$ cat src/sv/eils_pkg.sv
`timescale 1ns / 1ps
// eils_pkg: shared types and constants of the elf image layout scan
// depends on nothing; imported by every module of the block

package eils_pkg;

    localparam int ADDR_W      = 64;
    localparam int TYPE_W      = 32;
    localparam int PAGE_SHIFT  = 12;
    localparam int PAGES_W     = ADDR_W - PAGE_SHIFT;

    localparam logic [ADDR_W-1:0] PAGE_MASK = 64'h0000_0000_0000_0FFF;
    localparam logic [TYPE_W-1:0] LOAD_TYPE = 32'd1;

    localparam logic [ADDR_W-1:0] USER_HALF_LIMIT_RESET = 64'h0000_8000_0000_0000;
    localparam logic [ADDR_W-1:0] ENTRY_POINT_RESET     = 64'h0;

    // configuration register indexes
    localparam logic REG_USER_HALF_LIMIT = 1'b0;
    localparam logic REG_ENTRY_POINT     = 1'b1;

    typedef enum logic [1:0] {
        ST_OK        = 2'd0,
        ST_NO_SEG    = 2'd1,
        ST_RANGE     = 2'd2,
        ST_ENTRY_OUT = 2'd3
    } status_t;

    // one header reduced to its page extent
    typedef struct packed {
        logic              ok;
        logic              err;
        logic              last;
        logic [ADDR_W-1:0] base;
        logic [ADDR_W-1:0] end_addr;
    } seg_t;

    // running state frozen at the last header
    typedef struct packed {
        logic              found;
        logic              err;
        logic [ADDR_W-1:0] low;
        logic [ADDR_W-1:0] high;
    } fin_t;

endpackage

$ cat src/sv/elf_image_layout_scan.sv
`timescale 1ns / 1ps
// elf_image_layout_scan: top level, input register, stage handshakes, config registers
// depends on eils_pkg, eils_seg, eils_acc, eils_resolve
//
// Usage: program headers of one ELF64 image stream in on the s_ channel, one per
// request, the final header of the image marked by s_tlast. Each in-range LOAD header
// with a nonzero size widens the page-aligned image extent. Only a header with s_tlast
// produces a result on the m_ channel: status in m_tuser, base, size in bytes and
// pages, and the resolved entry in m_tdata; the running extent then starts over.
// Configuration (user half limit, entry point) is written through cfg_we, cfg_index
// and cfg_wdata; the user must do so only while no image is in flight (not enforced).
// A last header passes from the input register through the extent stage, the
// accumulator stage and the result register before it shows on m_tvalid.
// Throughput: one header per cycle while s_tready is high, set by the accumulator update.
// Each stage moves on when the stage after it is free, so headers keep flowing
// while a result waits; when m_tready stays low, s_tready drops only once the result
// register and the accumulator stage each hold a finished image, a third last header
// waits in the extent stage and the input register is full.
// Reset (aresetn low, synchronous) empties all stages, clears the running extent
// and loads the configuration reset values.

module elf_image_layout_scan
    import eils_pkg::*;
(
    input  logic          aclk,
    input  logic          aresetn,
    input  logic          s_tvalid,
    output logic          s_tready,
    // segment_type [31:0], segment_vaddr [95:32], segment_memsize [159:96]
    input  logic [159:0]  s_tdata,
    input  logic          s_tlast,
    output logic          m_tvalid,
    input  logic          m_tready,
    // image_base [63:0], image_bytes [127:64], image_pages [179:128],
    // entry_address [243:180], zero fill [247:244]
    output logic [247:0]  m_tdata,
    // status [1:0]
    output logic [1:0]    m_tuser,
    input  logic          cfg_we,
    input  logic          cfg_index,
    input  logic [63:0]   cfg_wdata
);

    logic [ADDR_W-1:0]  limit_reg;
    logic [ADDR_W-1:0]  entry_reg;
    logic               in_valid_reg;
    logic [TYPE_W-1:0]  type_reg;
    logic [ADDR_W-1:0]  vaddr_reg;
    logic [ADDR_W-1:0]  memsize_reg;
    logic               last_reg;

    logic               seg_valid;
    seg_t               seg;
    logic               fin_valid;
    fin_t               fin;
    logic               res_valid;
    status_t            status;
    logic [ADDR_W-1:0]  image_base;
    logic [ADDR_W-1:0]  image_bytes;
    logic [PAGES_W-1:0] image_pages;
    logic [ADDR_W-1:0]  entry_address;

    logic               rdy_res;
    logic               rdy_fin;
    logic               rdy_seg;
    logic               rdy_in;
    logic               seg_fire;

    // a non-last header leaves the extent stage without needing the next stage
    assign rdy_res  = !res_valid || m_tready;
    assign rdy_fin  = !fin_valid || rdy_res;
    assign rdy_seg  = !seg_valid || !seg.last || rdy_fin;
    assign rdy_in   = !in_valid_reg || rdy_seg;
    assign seg_fire = seg_valid && rdy_seg;
    assign s_tready = rdy_in;

    always_ff @(posedge aclk) begin
        if (!aresetn) begin
            limit_reg    <= USER_HALF_LIMIT_RESET;
            entry_reg    <= ENTRY_POINT_RESET;
            in_valid_reg <= 1'b0;
        end else begin
            if (cfg_we) begin
                unique case (cfg_index)
                    REG_USER_HALF_LIMIT: limit_reg <= cfg_wdata;
                    REG_ENTRY_POINT:     entry_reg <= cfg_wdata;
                    default: ;
                endcase
            end
            if (rdy_in) begin
                in_valid_reg <= s_tvalid;
            end
        end
        if (rdy_in) begin
            type_reg    <= s_tdata[31:0];
            vaddr_reg   <= s_tdata[95:32];
            memsize_reg <= s_tdata[159:96];
            last_reg    <= s_tlast;
        end
    end

    eils_seg u_seg (
        .aclk            (aclk),
        .aresetn         (aresetn),
        .load            (rdy_seg),
        .in_valid        (in_valid_reg),
        .seg_type        (type_reg),
        .seg_vaddr       (vaddr_reg),
        .seg_memsize     (memsize_reg),
        .seg_last        (last_reg),
        .user_half_limit (limit_reg),
        .seg_valid       (seg_valid),
        .seg             (seg)
    );

    eils_acc u_acc (
        .aclk      (aclk),
        .aresetn   (aresetn),
        .seg_fire  (seg_fire),
        .seg       (seg),
        .fin_load  (rdy_fin),
        .fin_valid (fin_valid),
        .fin       (fin)
    );

    eils_resolve u_resolve (
        .aclk          (aclk),
        .aresetn       (aresetn),
        .load          (rdy_res),
        .fin_valid     (fin_valid),
        .fin           (fin),
        .entry_point   (entry_reg),
        .res_valid     (res_valid),
        .status        (status),
        .image_base    (image_base),
        .image_bytes   (image_bytes),
        .image_pages   (image_pages),
        .entry_address (entry_address)
    );

    assign m_tvalid = res_valid;
    assign m_tuser  = status;
    assign m_tdata  = {4'b0000, entry_address, image_pages, image_bytes, image_base};

    // a resolved entry always lies inside the reported image
    a_entry_inside: assert property (@(posedge aclk) disable iff (!aresetn)
        (m_tvalid && status == ST_OK) |->
            (entry_address >= image_base) && (entry_address - image_base < image_bytes))
        else $error("resolved entry outside image");

    // failed scans report an empty image and no entry
    a_fail_empty: assert property (@(posedge aclk) disable iff (!aresetn)
        (m_tvalid && (status == ST_RANGE || status == ST_NO_SEG)) |->
            (image_base == '0 && image_bytes == '0 && entry_address == '0))
        else $error("failed scan reports nonzero extent");

    // size is whole pages and the page count agrees with it
    a_page_count: assert property (@(posedge aclk) disable iff (!aresetn)
        m_tvalid |-> (image_bytes[PAGE_SHIFT-1:0] == '0)
            && ({image_pages, {PAGE_SHIFT{1'b0}}} == image_bytes))
        else $error("image size not in whole pages");

    // the input side stalls only behind a held result
    a_stall_cause: assert property (@(posedge aclk) disable iff (!aresetn)
        !s_tready |-> (m_tvalid && !m_tready && fin_valid))
        else $error("input stalled without a held result");

endmodule

$ cat src/sv/eils_seg.sv
`timescale 1ns / 1ps
// eils_seg: page extent of one program header, registered
// depends on eils_pkg

module eils_seg
    import eils_pkg::*;
(
    input  logic              aclk,
    input  logic              aresetn,
    input  logic              load,
    input  logic              in_valid,
    input  logic [TYPE_W-1:0] seg_type,
    input  logic [ADDR_W-1:0] seg_vaddr,
    input  logic [ADDR_W-1:0] seg_memsize,
    input  logic              seg_last,
    input  logic [ADDR_W-1:0] user_half_limit,
    output logic              seg_valid,
    output seg_t              seg
);

    logic [ADDR_W-1:0] base;
    logic [ADDR_W-1:0] bytes;
    logic [ADDR_W-1:0] end_addr;
    logic              take;
    logic              bad;
    seg_t              seg_next;
    seg_t              seg_reg;
    logic              seg_valid_reg;

    always_comb begin
        base     = seg_vaddr & ~PAGE_MASK;
        bytes    = (seg_memsize + (seg_vaddr & PAGE_MASK) + PAGE_MASK) & ~PAGE_MASK;
        end_addr = base + bytes;
        // rounded size that wraps to zero is dropped without error
        take     = (seg_type == LOAD_TYPE) && (seg_memsize != '0) && (bytes != '0);
        bad      = (end_addr <= base) || (end_addr > user_half_limit);
        seg_next.ok       = take && !bad;
        seg_next.err      = take && bad;
        seg_next.last     = seg_last;
        seg_next.base     = base;
        seg_next.end_addr = end_addr;
    end

    always_ff @(posedge aclk) begin
        if (!aresetn) begin
            seg_valid_reg <= 1'b0;
        end else if (load) begin
            seg_valid_reg <= in_valid;
        end
        if (load) begin
            seg_reg <= seg_next;
        end
    end

    assign seg_valid = seg_valid_reg;
    assign seg       = seg_reg;

endmodule

$ cat src/sv/eils_acc.sv
`timescale 1ns / 1ps
// eils_acc: running lowest base, highest end and sticky range error
// depends on eils_pkg; freezes the state into a register on the last header

module eils_acc
    import eils_pkg::*;
(
    input  logic aclk,
    input  logic aresetn,
    input  logic seg_fire,
    input  seg_t seg,
    input  logic fin_load,
    output logic fin_valid,
    output fin_t fin
);

    logic              found_reg;
    logic              err_reg;
    logic [ADDR_W-1:0] low_reg;
    logic [ADDR_W-1:0] high_reg;
    fin_t              upd;
    fin_t              fin_reg;
    logic              fin_valid_reg;
    logic              fin_valid_next;

    always_comb begin
        upd.found = found_reg || seg.ok;
        upd.err   = err_reg || seg.err;
        upd.low   = low_reg;
        upd.high  = high_reg;
        if (seg.ok && (!found_reg || seg.base < low_reg)) begin
            upd.low = seg.base;
        end
        if (seg.ok && (!found_reg || seg.end_addr > high_reg)) begin
            upd.high = seg.end_addr;
        end
        fin_valid_next = seg_fire && seg.last;
    end

    always_ff @(posedge aclk) begin
        if (!aresetn) begin
            found_reg     <= 1'b0;
            err_reg       <= 1'b0;
            fin_valid_reg <= 1'b0;
        end else begin
            if (seg_fire) begin
                // the last header closes the image and starts a fresh scan
                found_reg <= seg.last ? 1'b0 : upd.found;
                err_reg   <= seg.last ? 1'b0 : upd.err;
            end
            if (fin_load) begin
                fin_valid_reg <= fin_valid_next;
            end
        end
        if (seg_fire) begin
            low_reg  <= upd.low;
            high_reg <= upd.high;
        end
        if (fin_load) begin
            fin_reg <= upd;
        end
    end

    assign fin_valid = fin_valid_reg;
    assign fin       = fin_reg;

endmodule

$ cat src/sv/eils_resolve.sv
`timescale 1ns / 1ps
// eils_resolve: image status, size and entry resolution into the result register
// depends on eils_pkg

module eils_resolve
    import eils_pkg::*;
(
    input  logic               aclk,
    input  logic               aresetn,
    input  logic               load,
    input  logic               fin_valid,
    input  fin_t               fin,
    input  logic [ADDR_W-1:0]  entry_point,
    output logic               res_valid,
    output status_t            status,
    output logic [ADDR_W-1:0]  image_base,
    output logic [ADDR_W-1:0]  image_bytes,
    output logic [PAGES_W-1:0] image_pages,
    output logic [ADDR_W-1:0]  entry_address
);

    logic [ADDR_W-1:0]  span;
    logic               in_image;
    logic               as_offset;
    status_t            status_next;
    logic [ADDR_W-1:0]  base_next;
    logic [ADDR_W-1:0]  bytes_next;
    logic [ADDR_W-1:0]  entry_next;
    logic               res_valid_reg;
    status_t            status_reg;
    logic [ADDR_W-1:0]  base_reg;
    logic [ADDR_W-1:0]  bytes_reg;
    logic [ADDR_W-1:0]  entry_reg;

    always_comb begin
        span      = fin.high - fin.low;
        in_image  = (entry_point >= fin.low) && (entry_point < fin.high);
        // an offset below the span cannot wrap past the image end
        as_offset = entry_point < span;
        status_next = ST_ENTRY_OUT;
        base_next   = '0;
        bytes_next  = '0;
        entry_next  = '0;
        priority if (fin.err) begin
            status_next = ST_RANGE;
        end else if (!fin.found || fin.high <= fin.low) begin
            status_next = ST_NO_SEG;
        end else begin
            base_next  = fin.low;
            bytes_next = span;
            if (fin.low != '0 && (in_image || as_offset)) begin
                status_next = ST_OK;
                entry_next  = in_image ? entry_point : entry_point + fin.low;
            end
        end
    end

    always_ff @(posedge aclk) begin
        if (!aresetn) begin
            res_valid_reg <= 1'b0;
        end else if (load) begin
            res_valid_reg <= fin_valid;
        end
        if (load) begin
            status_reg <= status_next;
            base_reg   <= base_next;
            bytes_reg  <= bytes_next;
            entry_reg  <= entry_next;
        end
    end

    assign res_valid     = res_valid_reg;
    assign status        = status_reg;
    assign image_base    = base_reg;
    assign image_bytes   = bytes_reg;
    assign image_pages   = bytes_reg[ADDR_W-1:PAGE_SHIFT];
    assign entry_address = entry_reg;

endmodule

$ cat config.mk
export PLATFORM = sky130hd
export DESIGN_NAME = elf_image_layout_scan
export DESIGN_NICKNAME = d
export VERILOG_FILES = /design/src/sv/eils_pkg.sv /design/src/sv/elf_image_layout_scan.sv /design/src/sv/eils_seg.sv /design/src/sv/eils_acc.sv /design/src/sv/eils_resolve.sv
export SDC_FILE = /design/constraint.sdc
export NUM_CORES = 2
export LEC_CHECK = 0
export ABC_AREA = 1
export BUFFER_PORTS_ARGS = -buffer_cell sky130_fd_sc_hd__buf_2
export CORE_MARGIN = 3
export CORE_UTILIZATION = 61
export DETAILED_ROUTE_END_ITERATION = 6
export PLACE_DENSITY = 0.93
export SLEW_MARGIN = 20
export SYNTH_ARGS = -nofsm -noshare
export SYNTH_HDL_FRONTEND = slang
export SYNTH_SLANG_ARGS = --single-unit
$ cat constraint.sdc
create_clock -name aclk -period 16.75 [get_ports aclk]
set_input_delay 0 -clock aclk [delete_from_list [all_inputs] [get_ports aclk]]
set_output_delay 0 -clock aclk [all_outputs]
set_load 0.02 [all_outputs]
==> run metrics, run 1 <==
status=stopped before the end; Failed at=global routing (5_1_grt); Err=[ERROR GRT-0232] Routing congestion too high. Check the congestion heatmap in the GUI.; Top-Level Pins=483; CTS Sinks=854; ys async rst share=0%; largest net degree at the start of global routing=121; post-CTS resize count=0; Starting Density=62.1%; Chip Height=307 um; Clock Path Buffers=3; CTS Hold Buffers Added=326; synthesized area=0.0554 mm^2; GRT overflow=16; Rows=109; Post-synth EDFFs=720; #FFs+latches synth=854; top_reg_cell synth=edfxtp_1; Mean Syn Cell Area=8.38 um^2; PortBufs=478; setup bufs post-CTS=0; post-synthesis sequential area ratio=43.8%; Root Buffer=clkbuf_16; DP Worst Slack=8.78 ns; Total Routing Usage GR=59.4%; H-tree levels=3; die width=307 um; number of buffers created by CTS=86; Detail Placement HPWL=167000 um; Syn. warnings=0; Placer Congestion=1.06; Synth cell types=56; Synth Instances=6618
[cell families after synthesis]
logic type      Yosys count  share of synthesized area (%)
compound gates         1132                           11.0
xor+xnor                171                           2.70
fa+ha+maj               601                           13.6
buf+inv                1181                           8.63
flops                   854                           43.8
other cells               1                        0.00677
simple gates           2678                           20.2
[per-layer routing]
| metal | GRT usage, % | GRT overflow |
|---|---|---|
| met1 | 64.3 | 1 |
| met2 | 80.4 | 2 |
| met3 | 36.2 | 5 |
| met4 | 48.9 | 7 |
| met5 | 19.3 | 1 |
[synth_stat cells, types with 57 or more instances]
master	number	area (um^2)
nand2_1	1259	4730
nand3_1	303	1520
dfxtp_1	134	2680
inv_1	1015	3810
buf_4	57	428
o21ai_0	371	1860
a21oi_1	529	2650
nor2_1	821	3080
nand4_1	120	751
edfxtp_1	720	21600
nor4_1	58	363
xor2_1	123	1080
ha_1	598	7480
clkbuf_1	68	255
nor3_1	65	325
[stage by stage]
| stage | instances | util [%] | area, um^2 |
|---|---|---|---|
| CTS | 8626 | 72.7 | 64900 |
| global placement | 8141 | 65.8 | 58700 |
| detailed placement | 8141 | 65.8 | 58700 |
| floorplan | 6621 | - | 55400 |
==> run 2: changes to the inputs <==
--- a/config.mk
+++ b/config.mk
@@ -8,9 +8,9 @@
 export ABC_AREA = 1
 export BUFFER_PORTS_ARGS = -buffer_cell sky130_fd_sc_hd__buf_2
 export CORE_MARGIN = 3
-export CORE_UTILIZATION = 61
+export CORE_UTILIZATION = 40
 export DETAILED_ROUTE_END_ITERATION = 6
-export PLACE_DENSITY = 0.93
+export PLACE_DENSITY_LB_ADDON = 0.15
 export SLEW_MARGIN = 20
 export SYNTH_ARGS = -nofsm -noshare
 export SYNTH_HDL_FRONTEND = slang
==> run metrics, run 2 <==
status=complete, no violations (was stopped before the end); vias in the first global route=48577; final wirelength=211000 um; Final Instance Area=0.0670 mm^2; router iterations before antenna repair=5; crit-path max FO=7; Top-Level Pins=483 (unchanged); Rows=135 (was 109); internal power=4.10 mW; hold_ws=0.0526 ns; antenna violations before repair=14; area leader, netlist=edfxtp_1 (unchanged); Synth top area share=39.0% (unchanged); Worst R2R Path Depth=29; total design power=5.85 mW; #FFs+latches synth=854 (unchanged); Post-DP Area=0.0595 mm^2 (was 0.0587 mm^2); Max Cap Viol=0; largest net degree at the start of global routing=84; Chip Height=378 um (was 307 um); mux contribution to synthesized area=0% (unchanged); setup violators final=0; XOR/XNOR Fraction of Synth Area=2.70% (unchanged); Detail Placement HPWL=171000 um (was 167000 um); Sequential Power Share=42.7%; sw frac=29.9%; Starting Density=40.6% (was 62.1%); maximum vdd ir drop=0.100 mV; Slew @ Worst Pin=1.14 ns; Placer Congestion=1.04 (was 1.06); Lkg Pwr=31.6 nW; Synth cell types=56 (unchanged); die width=378 um (was 307 um); H-tree levels=3 (unchanged); DRC=0; Syn. warnings=0 (unchanged); synth top area cells=edfxtp_1, ha_1, nand2_1, inv_1, nor2_1 (unchanged); Critical Path End Type=register; Clock transition at path regs=0.06 ns; Total Routing Usage GR=28.9%; power per cell area=87.4 mW/mm^2; vias=49649; Reg area=0.0243 mm^2; Synth Instances=6618 (unchanged); crit-path max cell delay=0.88 ns; main combinational cell family by area after synthesis=simple AND/OR/NAND/NOR gates (unchanged); Comb pwr share=19.3%; cell mode on critical path=nand2_1; Final Skew=0.0465 ns; simple-gate share of the synthesized area=20.2% (unchanged); Sw Pwr=1.75 mW; WL per Instance=22.5 um; startpoint type of the worst setup path=register; Clk pwr share=38.0%; post-route setup slack=9.04 ns; max-slew violations=0; Fin. Hold Viols=0; max reg flops=130; min Tclk post-route=7.71 ns; number of buffers created by CTS=95 (was 86); post-synthesis sequential area ratio=43.8% (unchanged); most common cell after layout, fill and taps aside=nand2_1; First DRT Iteration DRCs=3910; Die ar.=0.143 mm^2; Clock Path Buffers=3 (unchanged); Hold Crit Depth=2; final setup TNS=0 ns; Mean Syn Cell Area=8.38 um^2 (unchanged); top_reg_cell synth=edfxtp_1 (unchanged); Synth Area in Compound Gates=11.0% (unchanged); GRT overflow=0; Post-synth top cells=nand2_1, inv_1, nor2_1, edfxtp_1, ha_1 (unchanged); nets=8322; Util after Layout=49.1%; Area growth, synth to finish=20.9%; most frequent cells in the layout=nand2_1, inv_1, nor2_1; clk_lat worst skew=0.74 ns; post-synthesis adder-cell area fraction=13.6% (unchanged); synthesized area=0.0554 mm^2 (unchanged); fin crit share=46.0%; core area=0.136 mm^2; first-pass GRT wire length=307000 um; area occupied by multi-input gates=0.0264 mm^2; fmax=0.130 GHz; drt via density=5.30; Root Buffer=clkbuf_16 (unchanged); PortBufs=478 (unchanged); Worst slew margin=23.0%; WS Path Type=register to register; setup bufs post-CTS=0 (unchanged); DP Worst Slack=8.93 ns (was 8.78 ns); Fill cells=13154; HP Class=input port to register; Crit-path slowest cell=nor4_1; Placed Instances=8764 (was 8141); unrepaired setup endpoints after global routing=false; share of layout cells above drive strength 1=9.54%; CTS Sinks=854 (unchanged); Post-DRT Antenna Nets=0; signal arrival time at the worst endpoint=8.20 ns; ys async rst share=0% (unchanged); Post-synth EDFFs=720 (unchanged); cell with the most instances after synthesis=nand2_1 (unchanged); Cell Count, Final, Fillers Out=9361; CTS tree=done; Critical Path RT=17.24 ns
-- run 2: cell counts after synthesis --
No cell type changed its count.
-- run 2: area by class of cell --
type / count / area share, %
flip-flops and latches: 854 / 36.3
diodes: 8 / 0.0299
multi-input cells: 4586 / 39.4
repair buffers: 936 / 10.3
well taps: 1781 / 3.33
inverters: 1017 / 5.73
clock inverters: 59 / 1.21
clock buffers: 120 / 3.78
-- run 2: worst paths after layout --
path	end	startpoint	slack (ns)
worst min register to register	u_seg.seg[127]$_DFFE_PN_	vaddr_reg[63]$_DFFE_PP_	0.45
worst min-delay path	vaddr_reg[20]$_DFFE_PP_	s_tdata[52]	0.05
worst max register to register	u_seg.seg[130]$_DFFE_PN_	memsize_reg[11]$_DFFE_PP_	9.04
worst max-delay path	u_seg.seg[130]$_DFFE_PN_	memsize_reg[11]$_DFFE_PP_	9.04
-- run 2: worst max-delay path: cells and delay by family (launching register included) --
kind | cells | cell delay [ns]
adders and majority gates | 4 | 1.07
buffers and inverters | 3 | 0.19
and+or+nand+nor | 19 | 4.69
xor gates and xnor gates | 1 | 0.43
AOI/OAI and AO/OA | 2 | 0.67
DFF | 1 | 0.39
-- run 2: routing by layer --
| metal | vias up | share of wire [%] | global-route usage (%) |
|---|---|---|---|
| li1 | 24003 | - | - |
| met3 | 310 | 6.0 | 3.50 |
| met5 | - | 0.0062 | 0 |
| met2 | 1753 | 45 | 47.0 |
| met4 | 2 | 4.1 | 10.6 |
| met1 | 23581 | 45 | 39.6 |
-- run 2: timing repair --
item	4_1_cts	5_1_grt
endpoints found under the hold margin	354	0
hold buffers	409	0
resized for setup	0	0
-- run 2: kinds of logic (layout without fill, tap and decap cells) --
group	after synthesis	count (layout)
and+or+nand+nor	2678	2678
xor gates and xnor gates	171	171
buffers and inverters	1181	2132
adders and majority gates	601	601
other	1	12
AOI/OAI and AO/OA	1132	1132
DFF	854	854
-- run 2: power by group through the flow --
stage	combinational (mW)	sequential, mW	clock (mW)
global route	1.27	2.51	2.35
CTS	1.12	2.50	2.27
global placement	1.03	2.54	0
floorplan	0.677	2.50	0
detailed placement	1.04	2.54	0
finish	1.13	2.50	2.22
Power figures use the tool's default switching activity.
